==> src/hw/rtl/wpe_queue.sv <==
// Short register queue between front and back ends.
module wpe_queue #(
  parameter int unsigned WIDTH = 8,
  parameter int unsigned DEPTH = 4
) (
  input  logic             clk_i,
  input  logic             rst_ni,
  input  logic             push_valid_i,
  output logic             push_ready_o,
  input  logic [WIDTH-1:0] push_data_i [2],
  output logic             pop_valid_o,
  input  logic             pop_ready_i,
  output logic [WIDTH-1:0] pop_data_o [2]
);
  localparam int unsigned PB = (DEPTH > 1) ? $clog2(DEPTH) : 1;
  localparam int unsigned CB = $clog2(DEPTH + 1);

  logic [WIDTH-1:0] mem_q [DEPTH][2];
  logic [PB-1:0]    wr_q, rd_q;
  logic [CB-1:0]    cnt_q;
  logic             push, pop;

  assign push_ready_o = (cnt_q != CB'(DEPTH));
  assign pop_valid_o  = (cnt_q != '0);
  assign push         = push_valid_i && push_ready_o;
  assign pop          = pop_valid_o && pop_ready_i;
  assign pop_data_o   = mem_q[rd_q];

  always_ff @(posedge clk_i or negedge rst_ni) begin
    if (!rst_ni) begin
      wr_q  <= '0;
      rd_q  <= '0;
      cnt_q <= '0;
    end else begin
      if (push) wr_q <= (wr_q == PB'(DEPTH - 1)) ? '0 : wr_q + 1'b1;
      if (pop)  rd_q <= (rd_q == PB'(DEPTH - 1)) ? '0 : rd_q + 1'b1;
      cnt_q <= cnt_q + CB'(push) - CB'(pop);
    end
  end

  always_ff @(posedge clk_i) begin
    if (push) begin
      mem_q[wr_q] <= push_data_i;
    end
  end

endmodule

==> config.mk <==
export PLATFORM = sky130hd
export DESIGN_NAME = wpe_queue
export DESIGN_NICKNAME = d
export VERILOG_FILES = /design/src/hw/rtl/wpe_queue.sv
export SDC_FILE = /design/constraint.sdc
export NUM_CORES = 1
export LEC_CHECK = 0
export BUFFER_PORTS_ARGS = -buffer_cell sky130_fd_sc_hd__buf_2
export CORE_AREA = 4 4 84 86
export DETAILED_ROUTE_END_ITERATION = 7
export DIE_AREA = 0 0 88 90
export RECOVER_POWER = 25
export SYNTH_ARGS = -nofsm -noshare
export SYNTH_HDL_FRONTEND = slang
export SYNTH_SLANG_ARGS = --single-unit
==> constraint.sdc <==
create_clock -name clk_i -period 2.8 [get_ports clk_i]
set_input_delay 0.14 -clock clk_i [delete_from_list [all_inputs] [get_ports clk_i]]
set_output_delay 0.14 -clock clk_i [all_outputs]
set_load 0.02 [all_outputs]
==> results.cfg, run 1 <==
[floorplanning]
initial_utilization = 0.444
dieWidth_um = 88
dieArea_um2 = 7920
rows = 29
io_pins = 38
core_area_um2 = 6280
die_h_um = 90

[place]
gp_congestion = 0.866
port_buffers = 37
dp.cells = 237
post_dp_cell_area_um2 = 3040
post-dp-hpwl_um = 2970

[synthesis]
avgSynthCellArea_um2 = 21.9
synth_cell_types = 22
syn_inst = 127
ys_ff_latch = 71
ys.warnings.count = 0
seq_area_frac_synth = 0.753
syn-cell-area_um2 = 2790
syn_nets = 155

[pwr]
ir_drop_mv = 0.599
p_per_area_nw_per_um2 = 1060
p_sw_mw = 1.12
swShare = 0.325
p_int_mw = 2.33
seq_power_share = 0.465
power_leakage_nw = 1.17
power_mw = 3.45
pwr-share-clk = 0.221
combPwrFrac = 0.314

[global_route]
grt_use_total = 0.129
grt_max_degree = 19
gr-total-overflow = 0
antenna_found_initial = 0
grt_pass1_wl_um = 7330
grt_pass1_vias = 1483

[worst_setup_path]
crit_start = cnt_q[1]
critical_path.max_fanout = 8
crit_arrival_ns = 2.54
start_kind = flop
reg2reg_from = cnt_q[1]
crit_required_ns = 3.02
worstSetupPathType = flop to flop
end_kind = flop

[sta]
slew_violations = 0
setup_tns_ns = 0
max-slew-margin-rel = 0.438
finalSetupViolations = 0
skew_ns = 0.00757
rsz0062_at_grt = no
hold_viol = 0
min_period_ns = 2.32
worst_slew_pin_slew_ns = 0.843
fmaxAchievable_mhz = 430
finalCritPeriodShare = 0.830

[hold_path]
worstHoldStart = push_data_i[4]
min_path_type = input port to flop

[routing]
drtAntennaViolNets = 0
dr_total_vias = 1309
drc = 0
first_iter_violations = 84
viasPerCell = 5.05
wl_um = 4480
wl_per_cell_um = 17.3
first_pass_iters = 4

[job]
cap_violations = 0

[clock_network]
cts.htree.levels = 3
cts.repair.resized = 0
clkSinkCount = 71
cts_setup_buffers = 0
clock_latency_ns = 0.33
root_buffer = clkbuf_8
cts_hold_buf = 5
cts_buffers = 9
clk_pin_slew_ns = 0.07
cts_tree = built
clk_path_buf_depth = 2

[cells_and_area]
layout_common_cells = 64 x edfxtp_1, 26 x buf_2, 16 x mux4_2, 11 x clkbuf_1, 9 x clkbuf_8
final_layout_size_suffix_gt1_frac = 0.330
final_cells = 259
n_antenna_cell = 0
syn2layout_area_growth_pct = 17.3
layout_commonest_cell = edfxtp_1
fin_nets = 205
postLayoutCellArea_um2 = 3270

[run_status]
status = complete, no violations
## cells in the mapped netlist, drive strengths merged
| master | instances | share of area |
|---|---|---|
| buf | 5 | 0.014 |
| mux2 | 2 | 0.0081 |
| fa | 1 | 0.0072 |
| nor4bb | 2 | 0.0072 |
| inv | 6 | 0.0081 |
| edfxtp | 64 | 0.69 |
| and2 | 1 | 0.0022 |
| a211o | 2 | 0.0063 |
| mux4 | 16 | 0.13 |
| o31ai | 1 | 0.0027 |
| and3 | 4 | 0.0090 |
| nor2b | 2 | 0.0045 |
| nor2 | 1 | 0.0013 |
| xnor2 | 2 | 0.0063 |
| dfrtp | 7 | 0.063 |
| nand2 | 1 | 0.0013 |
| nor3b | 1 | 0.0027 |
| or3b | 1 | 0.0031 |
| or3 | 1 | 0.0022 |
| ha | 7 | 0.031 |
## cells by family (layout without fill, tap and decap cells)
group / Yosys count / in the layout / share of synthesized area
and+or+nand+nor: 14 / 14 / 0.0337
AOI/OAI and AO/OA: 3 / 3 / 0.00898
DFF: 71 / 71 / 0.753
buffers and inverters: 11 / 66 / 0.0225
muxes: 18 / 18 / 0.137
adders and majority gates: 8 / 8 / 0.0386
xor gates and xnor gates: 2 / 2 / 0.00629
## worst max-delay path: stages (launching register included)
cell and delay [ns]:
dfrtp_1 0.47, or3b_1 0.52, nand2_1 0.11, ha_1 0.23
inv_1 0.06, ha_1 0.13, inv_1 0.05, fa_1 0.37
xnor2_1 0.14, xnor2_1 0.13
## routing by layer
layer | global-route usage | vias up | routed length [um]
met3 | 0.0366 | 11 | 175
met2 | 0.201 | 30 | 2340
met4 | 0.0946 | 0 | 127
li1 | - | 612 | -
met5 | 0 | - | 0
met1 | 0.150 | 656 | 1840
## registers in the layout, indices dropped and copies added (netlist names)
register  cells
mem_q        64
rd_q          2
wr_q          2
cnt_q         3
## metrics by stage
step | setup WS (ns) | hold WS [ns] | utilization
2_1_floorplan | 0.582 | -0.156 | -
3_3_place_gp | 0.577 | -0.0231 | 0.484
3_5_place_dp | 0.475 | -0.0186 | 0.484
4_1_cts | 0.447 | 0.000423 | 0.521
5_1_grt | 0.277 | 0.0700 | 0.521
6_report | 0.477 | 0.0708 | 0.521
## cell type report
class,instances,area (um^2)
clock buffers,9,124
multi-input cells,45,627
repair buffers,44,239
clock inverters,7,63.8
well taps,77,96.3
fillers,518,3010
inverters,6,22.5
flip-flops and latches,71,2100
## worst paths after layout
check,to,slack (ns),cells past startpoint
setup / recovery,cnt_q[2],0.48,9
hold / removal,mem_q[0][4],0.07,1
setup reg to reg,cnt_q[2],0.48,9
hold reg to reg,cnt_q[2],0.56,1
max in group asynchronous,rd_q[0],2.49,2
min in group asynchronous,wr_q[1],0.16,2
## power by group through the flow
| stage | registers (mW) | clock network [mW] | logic (mW) |
|---|---|---|---|
| after detailed placement | 1.63 | 0 | 1.11 |
| after global placement | 1.61 | 0 | 1.07 |
| final | 1.60 | 0.762 | 1.08 |
| after global routing | 1.64 | 0.838 | 1.18 |
| after CTS | 1.61 | 0.787 | 1.12 |
| after floorplan | 1.50 | 0 | 0.905 |
(Power assumes the default switching activity.)
==> run 2, diff against run 1 <==
clock period = 2.4 ns   (was 2.8 ns; I/O delays follow)
==> run 2 against run 1 <==
Via count is 4.0% higher; sequential share of layout area is 2.3 points lower; total power is 17% higher; largest cell class unchanged.
==> results.cfg, run 2 (synthesis gave the netlist of run 1 again) <==
[worst_setup_path]
worstSetupPathType = flop to flop
crit_arrival_ns = 2.52
end_kind = flop
r2r_setup_slack_ns = 0.14
rr_worst_depth = 9
critical_path.max_fanout = 7
r2r-end = cnt_q[2]
start_kind = flop
reg2reg_from = cnt_q[1]
crit_required_ns = 2.65

[sta]
max-slew-margin-rel = 0.393
slew_violations = 0
fmaxAchievable_mhz = 442
worst_slew_pin_slew_ns = 0.911
finalCritPeriodShare = 0.942
setup_tns_ns = 0
rsz0062_at_grt = no
hold_viol = 0
min_period_ns = 2.26
skew_ns = 0.00312
finalSetupViolations = 0

[clock_network]
cts.htree.levels = 3
cts_tree = built
root_buffer = clkbuf_8
cts_buffers = 9
clk_pin_slew_ns = 0.07
clkSinkCount = 71
clock_latency_ns = 0.33
cts_setup_buffers = 0
clk_path_buf_depth = 2

[routing]
drc = 0
dr_total_vias = 1362
viasPerCell = 4.99
first_iter_violations = 83
wl_per_cell_um = 17.4
wl_um = 4750
drtAntennaViolNets = 0
first_pass_iters = 4

[floorplanning]
io_pins = 38
initial_utilization = 0.444
dieWidth_um = 88
core_area_um2 = 6280
dieArea_um2 = 7920
rows = 29
die_h_um = 90

[global_route]
grt_pass1_wl_um = 7540
grt_max_degree = 19
gr-total-overflow = 0
antenna_found_initial = 0
grt_pass1_vias = 1503
grt_use_total = 0.133

[run_status]
status = complete, no violations

[cells_and_area]
final_layout_size_suffix_gt1_frac = 0.301
n_antenna_cell = 0
final_cells = 273
regMostFlops = mem_q
largest_reg_flops = 64
syn2layout_area_growth_pct = 21.7
fin_nets = 219
layout_common_cells = 64 x edfxtp_1, 24 x buf_2, 17 x dlygate4sd3_1, 16 x mux4_2, 14 x clkbuf_1
largestRegisters = mem_q x64, cnt_q x3
layout_commonest_cell = edfxtp_1

[hold_path]
hold_end = wr_q[0]
hold_depth = 3
min_path_type = input port to flop
worstHoldStart = push_valid_i

[place]
port_buffers = 37
dp.cells = 240
post-dp-hpwl_um = 3020
gp_congestion = 0.807

[pwr]
power_leakage_nw = 1.22
ir_drop_mv = 0.609
p_per_area_nw_per_um2 = 1190

[job]
cap_violations = 0
-- run 2: how the worst max path moves through the flow --
stage | from | to | slack, ns | cells after the start
2_1_floorplan | cnt_q[1] | cnt_q[2] | 0.18 | 10
3_3_place_gp | cnt_q[1] | cnt_q[2] | 0.29 | 9
3_5_place_dp | cnt_q[1] | cnt_q[2] | 0.12 | 9
4_1_cts | cnt_q[1] | cnt_q[2] | 0.1 | 9
5_1_grt | cnt_q[1] | cnt_q[2] | 0.01 | 9
6_report | cnt_q[1] | cnt_q[2] | 0.14 | 9
-- run 2: timing repair --
| item | in CTS | in global routing |
|---|---|---|
| endpoints found under the setup margin | 0 | 1 |
| endpoints found under the hold margin | 67 | 2 |
| gates resized for setup | 0 | 1 |
| hold buffers | 16 | 1 |
-- run 2: worst max-delay path, stage by stage, from the launching register on --
cell and delay [ns]:
dfrtp_2 0.46, or3b_1 0.42, nand2_1 0.11, ha_1 0.23, inv_1 0.07, ha_1 0.14, inv_1 0.05, fa_1 0.38
xnor2_1 0.20, xnor2_1 0.13
-- run 2: per-stage QoR --
stage	utilization	worst slack, ns	power [mW]	hold WS (ns)	cell area (um^2)
final	0.540	0.139	4.05	0.188	3390
after global routing	0.540	0.0102	4.30	0.189	3390
after CTS	0.541	0.0969	4.13	0.00551	3400
after detailed placement	0.487	0.116	3.23	-0.0344	3060
after global placement	0.487	0.288	3.16	-0.0394	3060
after floorplan	-	0.182	2.81	-0.176	2790
-- run 2: power breakdown --
part	internal, mW	total (mW)	switching (mW)
clock	0.466	0.862	0.396
sequential	1.65	1.83	0.178
combinational	0.628	1.36	0.727
total	2.75	4.05	1.30
-- run 2: metal layers --
metal | track usage | part of all wire | vias up | routed length, um
li1 | - | - | 640 | -
met4 | 0.0831 | 0.023 | 0 | 109
met5 | 0 | 0 | - | 0
met3 | 0.0347 | 0.035 | 10 | 167
met2 | 0.222 | 0.54 | 26 | 2560
met1 | 0.147 | 0.40 | 686 | 1910
-- run 2: area by class of cell --
| class | instances | area (um^2) |
|---|---|---|
| timing repair buffer | 58 | 369 |
| tap | 77 | 96.3 |
| sequential | 71 | 2100 |
| multi-input combinational | 45 | 627 |
| inverter | 6 | 22.5 |
| fill | 511 | 2890 |
| clock inverter | 6 | 51.3 |
| clock buffer | 10 | 128 |
==> run 3, diff against run 2 <==
CELL_PAD_IN_SITES_DETAIL_PLACEMENT = 0   (was not set)
CELL_PAD_IN_SITES_GLOBAL_PLACEMENT = 1   (was not set)
PLACE_DENSITY_LB_ADDON = 0.1   (was not set)
==> run 3 against run 2 <==
Non-clock buffer count did not move; cell area rose by 0.63%; critical path depth did not move; final cell count did not move; critical path type unchanged; die area did not move; register-to-register slack improved by 0.04 ns; first-iteration DRC count fell by 3.6%; largest power group unchanged.
==> results.cfg, run 3 (synthesis gave the netlist of run 1 again) <==
[pwr]
combPwrFrac = 0.330
seq_power_share = 0.445
p_per_area_nw_per_um2 = 1200
ir_drop_mv = 0.555
power_leakage_nw = 1.24
p_sw_mw = 1.34
p_int_mw = 2.76
pwr-share-clk = 0.225
swShare = 0.326

[cells_and_area]
final_layout_size_suffix_gt1_frac = 0.332
largest_reg_flops = 64
n_antenna_cell = 0
register_area_um2 = 2100
syn2layout_area_growth_pct = 22.5
fin_nets = 219
regMostFlops = mem_q
layout_commonest_cell = edfxtp_1
layout_common_cells = 64 x edfxtp_1, 28 x buf_2, 17 x dlygate4sd3_1, 16 x mux4_2
multi_input_area_um2 = 627
final_core_utilization = 0.544
largestRegisters = mem_q x64, cnt_q x3
fillers = 530

[clock_network]
clk_pin_slew_ns = 0.07
cts.htree.levels = 3
cts_tree = built
clock_latency_ns = 0.34
cts.repair.resized = 0
root_buffer = clkbuf_8
clkSinkCount = 71
cts_buffers = 9
clk_path_buf_depth = 2

[worst_setup_path]
rr_worst_depth = 9
r2r_setup_slack_ns = 0.18
end_kind = flop
worstSetupPathType = flop to flop
critical_path.max_fanout = 7
reg2reg_from = cnt_q[1]
start_kind = flop
r2r-end = cnt_q[2]
crit_arrival_ns = 2.44
crit_required_ns = 2.62

[floorplanning]
io_pins = 38
dieWidth_um = 88
core_area_um2 = 6280
dieArea_um2 = 7920
initial_utilization = 0.444
die_h_um = 90
rows = 29

[sta]
fmaxAchievable_mhz = 449
min_period_ns = 2.22
hold_viol = 0
finalCritPeriodShare = 0.927
rsz0062_at_grt = no
finalSetupViolations = 0
skew_ns = 0.00919
max-slew-margin-rel = 0.402
slew_violations = 0
whs_ns = 0.172
setup_tns_ns = 0
worst_slew_pin_slew_ns = 0.897
setup_ws_ns = 0.175

[routing]
dr_total_vias = 1378
viasPerCell = 5.05
first_iter_violations = 80
drc = 0
first_pass_iters = 3
drtAntennaViolNets = 0
wl_per_cell_um = 16.5
wl_um = 4510

[global_route]
gr-total-overflow = 0
antenna_found_initial = 0
grt_pass1_wl_um = 7460
grt_max_degree = 19
grt_use_total = 0.130
grt_pass1_vias = 1473

[place]
port_buffers = 37
preCtsSetupSlack_ns = 0.146
post-dp-hpwl_um = 2860
gp_congestion = 0.838

[hold_path]
hold_end = wr_q[1]
min_path_type = input port to flop
hold_depth = 3
worstHoldStart = push_valid_i

[run_status]
status = complete, no violations

[job]
cap_violations = 0
run 3: worst max-delay path, stage by stage (launching register included):
cell and delay [ns]:
dfrtp_1 0.47, or3b_1 0.43, nand2_1 0.08, ha_1 0.22, inv_1 0.06, ha_1 0.13
inv_1 0.05, fa_1 0.38, xnor2_1 0.15, xnor2_1 0.13
run 3: how the worst max path moves through the flow:
stage	from	to	slack, ns	cells past startpoint
after global routing	cnt_q[1]	cnt_q[2]	0.01	9
after floorplan	cnt_q[1]	cnt_q[2]	0.18	10
final	cnt_q[1]	cnt_q[2]	0.18	9
after global placement	cnt_q[1]	cnt_q[2]	0.29	9
after CTS	cnt_q[1]	cnt_q[2]	0.13	9
after detailed placement	cnt_q[1]	cnt_q[2]	0.15	9
run 3: metrics by stage:
stage          instance area [um^2]  power (mW)  std cells
2_1_floorplan                  2790        2.81        127
3_3_place_gp                   3060        3.18        240
3_5_place_dp                   3060        3.23        240
4_1_cts                        3420        4.17        273
5_1_grt                        3410        4.37        273
6_report                       3410        4.10        273
run 3: repair_timing:
item                      4_1_cts  5_1_grt
hold endpoints to repair       71        0
setup buffers                   0        0
hold buffers                   17        0
run 3: layout make-up:
class / instances / share of cell area
clock buffers: 9 / 0.0363
clock inverters: 7 / 0.0213
inverters: 6 / 0.00660
multi-input cells: 45 / 0.184
flip-flops and latches: 71 / 0.614
well taps: 77 / 0.0282
repair buffers: 58 / 0.110
run 3: metal layers:
| layer | GRT usage | up-vias | part of all wire | wire length [um] |
|---|---|---|---|---|
| li1 | - | 641 | - | - |
| met1 | 0.158 | 702 | 0.43 | 1930 |
| met2 | 0.210 | 28 | 0.51 | 2290 |
| met3 | 0.0420 | 7 | 0.046 | 209 |
| met4 | 0.0575 | 0 | 0.018 | 79 |
| met5 | 0 | - | 0 | 0 |
run 3: power by group through the flow:
stage                     registers [mW]  clock network, mW  logic [mW]
after global routing                1.87               1.01        1.49
after floorplan                     1.75                  0        1.06
final                               1.82              0.922        1.35
after CTS                           1.83              0.943        1.40
after global placement              1.84                  0        1.34
after detailed placement            1.86                  0        1.37
